## config.mk

```make
export PLATFORM = sky130hd
export DESIGN_NAME = framed_packet_receiver_with_offsets
export DESIGN_NICKNAME = d
export VERILOG_FILES = /design/src/fpr_pkg.sv /design/src/framed_packet_receiver_with_offsets.sv /design/src/fpr_cell.sv /design/src/fpr_track.sv
export SDC_FILE = /design/constraint.sdc
export NUM_CORES = 2
export LEC_CHECK = 0
export CAP_MARGIN = 15
export CELL_PAD_IN_SITES_DETAIL_PLACEMENT = 1
export CELL_PAD_IN_SITES_GLOBAL_PLACEMENT = 1
export CORE_MARGIN = 5
export CORE_UTILIZATION = 35
export DETAILED_ROUTE_END_ITERATION = 8
export DONT_BUFFER_PORTS = 1
export MAX_ROUTING_LAYER = met4
export PLACE_DENSITY_LB_ADDON = 0.05
export SYNTH_ARGS = -nofsm -noshare
export SYNTH_HDL_FRONTEND = slang
export SYNTH_HIERARCHICAL = 1
export SYNTH_SLANG_ARGS = --single-unit
export TNS_END_PERCENT = 100
```

## constraint.sdc

```tcl
create_clock -name clk_i -period 3.7 [get_ports clk_i]
set_clock_uncertainty 0.05 [all_clocks]
set_input_delay 0.74 -clock clk_i [delete_from_list [all_inputs] [get_ports clk_i]]
set_output_delay 0.74 -clock clk_i [all_outputs]
set_load 0.005 [all_outputs]
```

## src/fpr_pkg.sv

```systemverilog
`timescale 1ns / 1ps
// ----------------------------------------------------------------------------
// fpr_pkg
// Shared types and constants for the framed packet receiver: status codes,
// framing characters, field positions and the decoded packet record.
// ----------------------------------------------------------------------------
package fpr_pkg;

  localparam int PACKET_BYTES_DEF = 61;
  localparam int BODY_BYTES_DEF   = 52;

  // framing characters
  localparam logic [7:0] CH_I    = 8'h49;
  localparam logic [7:0] CH_W    = 8'h57;
  localparam logic [7:0] CH_A    = 8'h41;
  localparam logic [7:0] CH_P    = 8'h50;
  localparam logic [7:0] CH_SEMI = 8'h3B;
  localparam logic [7:0] CH_BANG = 8'h21;

  localparam logic [7:0] RSSI_BIAS = 8'h80;

  // window positions of the decoded fields
  localparam int POS_VERSION = 5;
  localparam int POS_PAN     = 7;
  localparam int POS_TILT    = 11;
  localparam int POS_ROLL    = 15;
  localparam int POS_FOCUS   = 27;
  localparam int POS_IRIS    = 29;
  localparam int POS_ZOOM    = 31;
  localparam int POS_SID     = 51;
  localparam int POS_KNOB1   = 53;
  localparam int POS_KNOB2   = 54;
  localparam int POS_RSSI    = 55;

  localparam int NUM_AXES = 3;

  typedef enum logic [2:0] {
    ST_NOT_READY   = 3'd0,
    ST_GOOD        = 3'd1,
    ST_BAD_VERSION = 3'd2,
    ST_BAD_SIZE    = 3'd3,
    ST_BAD_SUM     = 3'd4
  } fpr_status_e;

  typedef enum logic [1:0] {
    REG_VERSION = 2'd0,
    REG_KNOB1   = 2'd1,
    REG_KNOB2   = 2'd2
  } fpr_reg_e;

  typedef struct packed {
    logic        take;
    logic [31:0] pan;
    logic [31:0] tilt;
    logic [31:0] roll;
    logic [15:0] focus;
    logic [15:0] iris;
    logic [15:0] zoom;
    logic [15:0] sid;
    logic        knob1_match;
    logic        knob2_match;
    logic [7:0]  rssi;
  } fpr_pkt_t;

endpackage

```

## src/framed_packet_receiver_with_offsets.sv

```systemverilog
`timescale 1ns / 1ps
// ----------------------------------------------------------------------------
// framed_packet_receiver_with_offsets
// Byte-wide framed packet receiver: a chain of byte cells forms the window,
// a running checksum follows the body, and good packets update positions.
// ----------------------------------------------------------------------------
// An accepted byte is registered into the window and checked; its result is
//   registered at the output. Throughput: one byte per cycle unless stalled;
//   the window chain and running sum advance on each accepted byte; a stalled
//   result stalls the input in the same cycle once a byte waits in the window.
// Reset: window, checksum, session state and fields clear to zero; rssi
//   reads 0 until the first good packet; version register resets to 1.
// ----------------------------------------------------------------------------
module framed_packet_receiver_with_offsets
  import fpr_pkg::*;
#(
  parameter int PACKET_BYTES = PACKET_BYTES_DEF,
  parameter int BODY_BYTES   = BODY_BYTES_DEF
) (
  input  logic               clk_i,
  input  logic               rst_ni,
  input  logic               cfg_we_i,
  input  logic [1:0]         cfg_idx_i,
  input  logic [7:0]         cfg_wdata_i,
  input  logic               in_valid_i,
  output logic               in_stall_o,
  input  logic [7:0]         rx_byte_i,
  output logic               out_valid_o,
  input  logic               out_stall_i,
  output logic [2:0]         status_o,
  output logic signed [31:0] pan_o,
  output logic signed [31:0] tilt_o,
  output logic signed [31:0] roll_o,
  output logic [15:0]        focus_o,
  output logic [15:0]        iris_o,
  output logic [15:0]        zoom_o,
  output logic [15:0]        session_id_o,
  output logic               knob1_echo_o,
  output logic               knob2_echo_o,
  output logic signed [7:0]  rssi_o
);

  localparam int SUM_END = (POS_VERSION + BODY_BYTES > PACKET_BYTES) ?
                           PACKET_BYTES : POS_VERSION + BODY_BYTES;

  logic [7:0]  win_q [PACKET_BYTES];
  logic [7:0]  version_q, knob1_id_q, knob2_id_q;
  logic [7:0]  sum_q, sum_d, enter_byte;
  logic        win_v_q, win_v_d, out_v_q, out_v_d;
  logic        out_free, fire, in_acc;
  logic        hdr_ok, ver_ok, term_ok, sum_ok;
  fpr_status_e status_q, status_d, chk_status;
  fpr_pkt_t    pkt;

  // configuration registers
  always_ff @(posedge clk_i or negedge rst_ni) begin
    if (!rst_ni) begin
      version_q  <= 8'd1;
      knob1_id_q <= '0;
      knob2_id_q <= '0;
    end else if (cfg_we_i) begin
      case (fpr_reg_e'(cfg_idx_i))
        REG_VERSION: version_q  <= cfg_wdata_i;
        REG_KNOB1:   knob1_id_q <= cfg_wdata_i;
        REG_KNOB2:   knob2_id_q <= cfg_wdata_i;
        default: ;
      endcase
    end
  end

  // handshake: window holds one unchecked item, output register one result
  assign out_free   = !out_v_q || !out_stall_i;
  assign fire       = win_v_q && out_free;
  assign in_stall_o = win_v_q && !out_free;
  assign in_acc     = in_valid_i && !in_stall_o;

  always_comb begin
    win_v_d = win_v_q;
    if (in_acc) begin
      win_v_d = 1'b1;
    end else if (fire) begin
      win_v_d = 1'b0;
    end
    out_v_d = out_v_q;
    if (fire) begin
      out_v_d = 1'b1;
    end else if (!out_stall_i) begin
      out_v_d = 1'b0;
    end
  end

  always_ff @(posedge clk_i or negedge rst_ni) begin
    if (!rst_ni) begin
      win_v_q <= 1'b0;
      out_v_q <= 1'b0;
    end else begin
      win_v_q <= win_v_d;
      out_v_q <= out_v_d;
    end
  end

  // window chain: the new byte enters at the far end
  for (genvar i = 0; i < PACKET_BYTES; i++) begin : g_cell
    logic [7:0] cell_d;
    if (i == PACKET_BYTES - 1) begin : g_tail
      assign cell_d = rx_byte_i;
    end else begin : g_mid
      assign cell_d = win_q[i+1];
    end
    fpr_cell u_cell (
      .clk_i   (clk_i),
      .rst_ni  (rst_ni),
      .shift_i (in_acc),
      .d_i     (cell_d),
      .q_o     (win_q[i])
    );
  end

  // running body sum: drop the byte leaving the body, add the one entering
  if (SUM_END >= PACKET_BYTES) begin : g_enter_tail
    assign enter_byte = rx_byte_i;
  end else begin : g_enter_mid
    assign enter_byte = win_q[SUM_END];
  end

  assign sum_d = sum_q - win_q[POS_VERSION] + enter_byte;

  always_ff @(posedge clk_i or negedge rst_ni) begin
    if (!rst_ni) begin
      sum_q <= '0;
    end else if (in_acc) begin
      sum_q <= sum_d;
    end
  end

  // frame checks on the settled window
  assign hdr_ok  = (win_q[0] == CH_I) && (win_q[1] == CH_W) && (win_q[2] == CH_A) &&
                   (win_q[3] == CH_P) && (win_q[4] == CH_I);
  assign ver_ok  = (win_q[POS_VERSION] == version_q);
  assign term_ok = (win_q[PACKET_BYTES-3] == CH_SEMI) &&
                   (win_q[PACKET_BYTES-2] == CH_BANG) &&
                   (win_q[PACKET_BYTES-1] == CH_SEMI);
  assign sum_ok  = (win_q[PACKET_BYTES-4] == sum_q);

  always_comb begin
    if (!hdr_ok) begin
      chk_status = ST_NOT_READY;
    end else if (!ver_ok) begin
      chk_status = ST_BAD_VERSION;
    end else if (!term_ok) begin
      chk_status = ST_BAD_SIZE;
    end else if (!sum_ok) begin
      chk_status = ST_BAD_SUM;
    end else begin
      chk_status = ST_GOOD;
    end
  end

  always_comb begin
    pkt.take        = fire && (chk_status == ST_GOOD);
    pkt.pan         = {win_q[POS_PAN], win_q[POS_PAN+1], win_q[POS_PAN+2],
                       win_q[POS_PAN+3]};
    pkt.tilt        = {win_q[POS_TILT], win_q[POS_TILT+1], win_q[POS_TILT+2],
                       win_q[POS_TILT+3]};
    pkt.roll        = {win_q[POS_ROLL], win_q[POS_ROLL+1], win_q[POS_ROLL+2],
                       win_q[POS_ROLL+3]};
    pkt.focus       = {win_q[POS_FOCUS], win_q[POS_FOCUS+1]};
    pkt.iris        = {win_q[POS_IRIS], win_q[POS_IRIS+1]};
    pkt.zoom        = {win_q[POS_ZOOM], win_q[POS_ZOOM+1]};
    pkt.sid         = {win_q[POS_SID], win_q[POS_SID+1]};
    pkt.knob1_match = (win_q[POS_KNOB1] == knob1_id_q);
    pkt.knob2_match = (win_q[POS_KNOB2] == knob2_id_q);
    pkt.rssi        = win_q[POS_RSSI];
  end

  assign status_d = fire ? chk_status : status_q;

  always_ff @(posedge clk_i or negedge rst_ni) begin
    if (!rst_ni) begin
      status_q <= ST_NOT_READY;
    end else begin
      status_q <= status_d;
    end
  end

  fpr_track u_track (
    .clk_i         (clk_i),
    .rst_ni        (rst_ni),
    .pkt_i         (pkt),
    .pan_o         (pan_o),
    .tilt_o        (tilt_o),
    .roll_o        (roll_o),
    .focus_o       (focus_o),
    .iris_o        (iris_o),
    .zoom_o        (zoom_o),
    .session_id_o  (session_id_o),
    .knob1_echo_o  (knob1_echo_o),
    .knob2_echo_o  (knob2_echo_o),
    .rssi_o        (rssi_o)
  );

  assign out_valid_o = out_v_q;
  assign status_o    = status_q;

endmodule

```

## src/fpr_cell.sv

```systemverilog
`timescale 1ns / 1ps
// ----------------------------------------------------------------------------
// fpr_cell
// One byte of the receive window; loads its neighbor's byte on each shift.
// ----------------------------------------------------------------------------
module fpr_cell (
  input  logic       clk_i,
  input  logic       rst_ni,
  input  logic       shift_i,
  input  logic [7:0] d_i,
  output logic [7:0] q_o
);

  logic [7:0] byte_q;

  always_ff @(posedge clk_i or negedge rst_ni) begin
    if (!rst_ni) begin
      byte_q <= '0;
    end else if (shift_i) begin
      byte_q <= d_i;
    end
  end

  assign q_o = byte_q;

endmodule

```

## src/fpr_track.sv

```systemverilog
`timescale 1ns / 1ps
// ----------------------------------------------------------------------------
// fpr_track
// Session tracking: holds offsets, positions, lens fields, knob flags and
// the signal byte of the last good packet, and re-bases offsets on a new session.
// ----------------------------------------------------------------------------
module fpr_track
  import fpr_pkg::*;
(
  input  logic               clk_i,
  input  logic               rst_ni,
  input  fpr_pkt_t           pkt_i,
  output logic signed [31:0] pan_o,
  output logic signed [31:0] tilt_o,
  output logic signed [31:0] roll_o,
  output logic [15:0]        focus_o,
  output logic [15:0]        iris_o,
  output logic [15:0]        zoom_o,
  output logic [15:0]        session_id_o,
  output logic               knob1_echo_o,
  output logic               knob2_echo_o,
  output logic signed [7:0]  rssi_o
);

  logic [15:0] known_q, known_d;
  logic [31:0] shift_q [NUM_AXES];
  logic [31:0] shift_d [NUM_AXES];
  logic [31:0] pos_q   [NUM_AXES];
  logic [31:0] pos_d   [NUM_AXES];
  logic [31:0] raw     [NUM_AXES];
  logic [15:0] focus_q, iris_q, zoom_q, sid_q;
  logic        knob1_q, knob2_q;
  logic [7:0]  rssi_q;
  logic        sid_nz, first_sess, new_sess, same_sess;

  assign raw[0] = pkt_i.pan;
  assign raw[1] = pkt_i.tilt;
  assign raw[2] = pkt_i.roll;

  assign sid_nz     = (pkt_i.sid != '0);
  assign first_sess = sid_nz && (known_q == '0);
  assign new_sess   = sid_nz && (known_q != '0) && (known_q != pkt_i.sid);
  assign same_sess  = (known_q == pkt_i.sid);

  always_comb begin
    known_d = known_q;
    if (pkt_i.take && sid_nz) begin
      known_d = pkt_i.sid;
    end
    for (int a = 0; a < NUM_AXES; a++) begin
      shift_d[a] = shift_q[a];
      pos_d[a]   = pos_q[a];
      if (pkt_i.take) begin
        if (first_sess) begin
          // first session: offset cancels the raw value
          shift_d[a] = 32'd0 - raw[a];
          pos_d[a]   = '0;
        end else if (new_sess) begin
          // changed session: hold the last position
          shift_d[a] = pos_q[a] - raw[a];
        end else if (same_sess) begin
          pos_d[a] = raw[a] + shift_q[a];
        end
      end
    end
  end

  always_ff @(posedge clk_i or negedge rst_ni) begin
    if (!rst_ni) begin
      known_q <= '0;
      focus_q <= '0;
      iris_q  <= '0;
      zoom_q  <= '0;
      sid_q   <= '0;
      knob1_q <= 1'b0;
      knob2_q <= 1'b0;
      rssi_q  <= RSSI_BIAS;
      for (int a = 0; a < NUM_AXES; a++) begin
        shift_q[a] <= '0;
        pos_q[a]   <= '0;
      end
    end else begin
      known_q <= known_d;
      for (int a = 0; a < NUM_AXES; a++) begin
        shift_q[a] <= shift_d[a];
        pos_q[a]   <= pos_d[a];
      end
      if (pkt_i.take) begin
        focus_q <= pkt_i.focus;
        iris_q  <= pkt_i.iris;
        zoom_q  <= pkt_i.zoom;
        sid_q   <= pkt_i.sid;
        rssi_q  <= pkt_i.rssi;
        if (sid_nz) begin
          knob1_q <= pkt_i.knob1_match;
          knob2_q <= pkt_i.knob2_match;
        end
      end
    end
  end

  assign pan_o         = $signed(pos_q[0]);
  assign tilt_o        = $signed(pos_q[1]);
  assign roll_o        = $signed(pos_q[2]);
  assign focus_o       = focus_q;
  assign iris_o        = iris_q;
  assign zoom_o        = zoom_q;
  assign session_id_o  = sid_q;
  assign knob1_echo_o  = knob1_q;
  assign knob2_echo_o  = knob2_q;
  assign rssi_o        = $signed(rssi_q ^ RSSI_BIAS);

endmodule

```

## Yosys cells after proc, flatten, opt, wreduce, memory -nomap -nowiden

Cells that the tools add are included.

- Equal/unequal tests: 19
- Reductions and logical operators: 32
- Bitwise gates (word level): 1
- $add $sub $neg: 11
- Mux-type cells: 23

Operators by type and width:

| cell | number |
|---|---|
| 2-to-1 mux 32 bit | 15 |
| adder 32 bit | 3 |
| subtractor 1 x 32 -> 32 bit (first input constant) | 3 |
| subtractor 32 bit | 3 |
| == test 8 x 7 -> 1 bit (second input constant) | 5 |
| == test 8 bit | 4 |
| nonzero test 16 bit | 2 |
| == test 8 x 6 -> 1 bit (second input constant) | 3 |
| == test 16 bit | 1 |
| zero test 16 bit | 1 |
| inequality test 16 bit | 1 |
| logical AND 1 bit | 14 |
| 2-to-1 mux 3 bit | 4 |
| AND reduction 2 bit | 5 |
| adder 8 bit | 1 |
| subtractor 8 bit | 1 |
| nonzero test 2 bit | 3 |
| zero test 1 bit | 4 |
| 2-to-1 mux 1 bit | 4 |
| inequality test 2 x 1 -> 1 bit (second input constant) | 2 |
| == test 3 x 1 -> 1 bit (second input constant) | 1 |
| AND reduction 3 bit | 1 |
| == test 2 x 1 -> 1 bit (second input constant) | 1 |
| == test 2 bit (second input constant) | 1 |
| other kinds (3) | 3 |

- Output and inout bits: 175
- Bits of input ports: 23
- Word-level logic and storage cells: 168
- Bits in registers: 807

## Longest topological paths before layout

- Depth after elaboration: 9
- Gate-level depth with buffers: 17
- Mapped depth without buffers: 15

## By module

The synthesis kept the hierarchy.

Modules (own cells, without submodules):

| module | times used | seq. area each (um2) | area an instance (um2) | cells an instance |
|---|---|---|---|---|
| fpr_track | 1 | 7058.0 | 20888.8 | 2370 |
| fpr_cell | 61 | 200.2 | 331.6 | 17 |
| framed_packet_receiver_with_offsets | 1 | 927.1 | 2536.2 | 246 |

## Least setup slack after synthesis

No wires, ideal clock.

- Path type: register to register
- From: register g_cell[51].u_cell.byte_q[5]
- To: register u_track/shift_q[30] in the netlist's numbering
- Stages on the path, launching flop included: 18
- Clock period less this slack: 3.922 ns
- Data required time: 3.521 ns
- Buffers on the path: 3
- Library setup time: 0.129 ns
- Slack: -0.222 ns
- Arrival: 3.743 ns
- Cell sequence: dfrtp_1 > nor4_1 > nand4_1 > nand2b_1 > clkbuf_1 > clkbuf_1 > and2_1 > ha_1 > buf_6 > a211o_1 > a21oi_2 > nand2_1 > a221o_1 > a2111oi_4 > o21ai_2 > a221oi_2 > xor2_1 > o21ai_1

- Longest elaborated chain between the ends: 5
- Elaborated cells on any way between the ends: 8
- Classes of those cells: eq/ne: 1; mux: 1; reduce/logical: 6

RTL lines:

| what | RTL line | source |
|---|---|---|
| from (decl) | fpr_cell.sv:14 | `logic [7:0] byte_q;` |
| from (signal assigned) | fpr_cell.sv:20 | `byte_q <= d_i;` |
| nonzero test 16 bit | fpr_track.sv:40 | `assign sid_nz = (pkt_i.sid != '0);` |
| logical AND 1 bit (2 in series) | fpr_track.sv:42 | `assign new_sess = sid_nz && (known_q != '0) && (known_q != pkt_i.sid);` |
| nonzero test 2 bit (no source line) | -- |  |
| AND reduction 2 bit (no source line) | -- |  |
| to (signal, indexed assignment) | fpr_track.sv:85 | `shift_q[a] <= shift_d[a];` |
| to (decl) | fpr_track.sv:26 | `logic [31:0] shift_q [NUM_AXES];` |

Parallel ways exist; a longest one is shown, timed or not.
A chain may end at the register's enable or synchronous reset.

## Worst setup path after layout

- From: register u_track.known_q[0]
- To: register u_track/shift_q[29] in the netlist's numbering

- Longest elaborated chain between the ends: 5
- Elaborated cells on any way between the ends: 9
- Classes of those cells: eq/ne: 1; mux: 1; reduce/logical: 7

RTL lines:

| what | RTL line | source |
|---|---|---|
| from (decl) | fpr_track.sv:25 | `logic [15:0] known_q, known_d;` |
| from (signal assigned) | fpr_track.sv:83 | `known_q <= known_d;` |
| nonzero test 16 bit | fpr_track.sv:42 |  |
| logical AND 1 bit (2 in series) | fpr_track.sv:42 |  |
| nonzero test 2 bit (no source line) | -- |  |
| AND reduction 2 bit (no source line) | -- |  |

Parallel ways exist; a longest one is shown, timed or not.

==> out/qor.csv <==
metric,value,unit
DR WL/cell,22.6,um
first-pass GRT wire length,196,mm
post-synth top area share,0.461,
Most used DFF post-synth,dfrtp_1,
unrepaired setup endpoints after global routing,true,
nets@finish,4176,
# port buffers,0,
Power per Cell Area,463,mW/mm2
Synth top cells by count,"805 x dfrtp_1, 488 x mux2_4, 318 x nand2_1, 240 x o21ai_0, 206 x ha_1",
Leak,25.1,nW
worst min-delay path class,input pin to asynchronous set/reset pin,
Setup CP Type,flip-flop to flip-flop,
Worst Max-Slew Pin Slew,1.24,ns
standard-cell row count,129,
Layout Cells excl Fill,5649,
"Seq/Total Area, Yosys",0.463,
Final min period,3.95,ns
area grow syn2layout,20.8,%
CP endpoint kind,flip-flop,
"wirelength, routed",128,mm
Synth area leaders,"dfrtp_1 46%, mux2_4 17%, ha_1 5.9%",
Reg2Reg Depth,17,
drt drc,0,
post-route setup slack,-0.248,ns
final instance area,0.0527,mm2
setup_tns,-3.45,ns
cells after synthesis,3653,
startpoint class of the critical path,flip-flop,
final HPWL from detailed placement,89.9,mm
worst reg-to-reg setup slack,-0.25,ns
Fin Hold WS,-0.00341,ns
Via-to-Cell Ratio,5.14,
Final Max Slew Viols,0,
sequential cell area,0.0202,mm2
total power,24.4,mW
Final period util,1.07,
endpoints failing hold,1,
Ports,198,
DP Cell Count,5411,
Final setup viols,29,
ANT cells,0,
number of synthesized flops with an enable pin,0,
total CTS buffers,96,
Routed Antenna Nets,0,
CP Data Required Time,4.23,ns
GPL Wtd Cong,0.853,
worst vdd ir,0.359,mV
multi-input gate area in the final layout,0.0235,mm2
slew margin rel.,0.170,
clk slew on worst S/H paths,0.06,ns
clk_lat worst skew,0.70,ns
"area leader, netlist",dfrtp_1,
Post-DP Area,0.0471,mm2
Max Freq,0.253,GHz
Congestion Overflow GR,0,
crit path DAT,4.48,ns
antenna violations before repair,8,
max cap viols,0,
share of cells above drive strength 1,0.336,
DR iter-0 viols,1359,
synth warn,6,
"count leader, synth",dfrtp_1,
status,finished with violations,
Initial Utilization,0.353,
Sinks on Clock Net,807,
DP Worst Slack,-0.534,ns
largest net degree at the start of global routing,808,
Core ar.,0.124,mm2
Syn Area/Cell,11.9,um2
Layout fillers,12900,
die area,0.132,mm2
Netlist cell types,92,
post-synthesis register bit count,807,
violated checks,"negative hold slack, negative setup slack",
Total GRT Usage,0.195,
reg2reg start,u_track/known_q[0],
Longest Clk Path Bufs,3,
H-tree levels,3,
DR vias,29000,
Final Util,0.426,
Die Wd,363,um
TritonCTS clock tree,built,
Post-synth ARST share,1.00,
Die H,363,um
vias in the first global route,31800,
Synth Net Count,3895,
mapped cell area,0.0437,mm2
Reg-to-Reg End,u_track/shift_q[29],
Clk Tree Root Cell,clkbuf_16,
Detailed Routing Iterations Pass 1,5,
crit-path max FO,7,
-- layout by cell type (no fill, tap or decap), drive strengths merged, types with 6 or more instances in the layout --
| master | synthesis | routed |
|---|---|---|
| dfrtp | 805 | 805 |
| mux2 | 586 | 586 |
| buf | 81 | 344 |
| nand2 | 318 | 318 |
| o21ai | 245 | 245 |
| ha | 206 | 206 |
| inv | 152 | 156 |
| a21oi | 155 | 155 |
| clkbuf | 82 | 140 |
| xnor2 | 125 | 125 |
| and2 | 99 | 99 |
| a21o | 89 | 89 |
| xor2 | 87 | 87 |
| nor2 | 87 | 87 |
| nand3 | 40 | 40 |
| o31ai | 38 | 38 |
| nand4 | 36 | 36 |
| a211oi | 34 | 34 |
| a31oi | 29 | 29 |
| nand2b | 28 | 28 |
| o21bai | 26 | 26 |
| nor3 | 26 | 26 |
| clkinv | 0 | 25 |
| o21a | 22 | 22 |
| nor2b | 22 | 22 |
| nor4 | 21 | 21 |
| a22o | 20 | 20 |
| and3 | 15 | 15 |
| fa | 13 | 13 |
| o211ai | 13 | 13 |
| o41ai | 12 | 12 |
| a21boi | 10 | 10 |
| nand3b | 9 | 9 |
| nor3b | 9 | 9 |
| nor4b | 8 | 8 |
| bufinv | 0 | 6 |
| or3 | 6 | 6 |
| a221oi | 6 | 6 |
| o311ai | 6 | 6 |
-- flip-flops by register name, summed over array words and instances, names as in the netlist, 3 cells and up --
signal	flops
u_track/focus_o	16
version_q	8
u_track/pan_o	32
knob2_id_q	8
u_track/iris_o	16
status_o	3
knob1_id_q	8
u_track/roll_o	32
u_track/zoom_o	16
u_track/shift_q	96
u_track/rssi_q	8
sum_q	8
u_track/session_id_o	16
u_track/tilt_o	32
u_track/known_q	16
g_cell.u_cell/q_o	488
-- report_power, final --
part	total [mW]	switching [mW]	internal, mW
combinational	3.92	1.62	2.30
sequential	10.8	0.857	9.91
clock	9.72	4.01	5.72
total	24.4	6.49	17.9
-- metal layers --
| layer | up-vias | wire length (um) | track usage | part of all wire |
|---|---|---|---|---|
| met5 | - | 0 | - | 0 |
| met4 | 0 | 2810 | 0.0487 | 0.022 |
| met3 | 157 | 5670 | 0.0373 | 0.044 |
| met2 | 407 | 58900 | 0.304 | 0.46 |
| met1 | 14900 | 60300 | 0.262 | 0.47 |
| li1 | 13600 | - | - | - |
-- critical path, stage by stage, from the launching register on --
cell	delay, ns
dfrtp_1	0.38
nor4_2	0.32
nand4_1	0.17
nand2b_4	0.22
buf_12	0.14
buf_6	0.12
and2_4	0.17
ha_4	0.25
a21oi_4	0.13
a21oi_2	0.08
o41a_1	0.41
a21oi_2	0.22
o211ai_1	0.24
buf_4	0.21
a2111oi_4	0.34
o21bai_1	0.14
xnor2_1	0.17
o21ai_1	0.07
-- cell families after synthesis --
family,count (synthesis),share of synthesized area
AO/OA/AOI/OAI,756,0.110
XOR/XNOR,213,0.0431
adder cells (fa/ha/maj),219,0.0650
buffers and inverters,315,0.0387
flip-flops,807,0.463
multiplexers,591,0.194
AND/OR/NAND/NOR,752,0.0859
-- worst max path at each step --
stage	slack (ns)	startpoint	cells after the start	to
after floorplan	0.008	u_track/known_q[14]	16	u_track/shift_q[31]
after global placement	-0.52	g_cell[52].u_cell/q_o[5]	17	u_track/shift_q[62]
after detailed placement	-0.53	g_cell[52].u_cell/q_o[0]	16	u_track/shift_q[93]
after CTS	-0.29	u_track/known_q[7]	16	u_track/shift_q[30]
after global routing	-0.46	u_track/known_q[11]	16	u_track/shift_q[30]
final	-0.25	u_track/known_q[0]	17	u_track/shift_q[29]
-- final cells by class --
| type | count | share of cell area |
|---|---|---|
| repair buffers | 346 | 0.0602 |
| well taps | 1637 | 0.0388 |
| clock buffers | 139 | 0.0530 |
| multi-input cells | 2531 | 0.445 |
| flip-flops and latches | 807 | 0.383 |
| inverters | 152 | 0.0110 |
| clock inverters | 37 | 0.00930 |
-- repair_timing --
| action | CTS | global route |
|---|---|---|
| buffers inserted | 31 | 32 |
| setup endpoints to repair | 53 | 79 |
| gates resized for setup | 180 | 191 |
| hold endpoints to repair | 805 | 59 |
| cloned | 1 | 0 |
| pin swaps | 61 | 126 |
(Power assumes the default switching activity.)
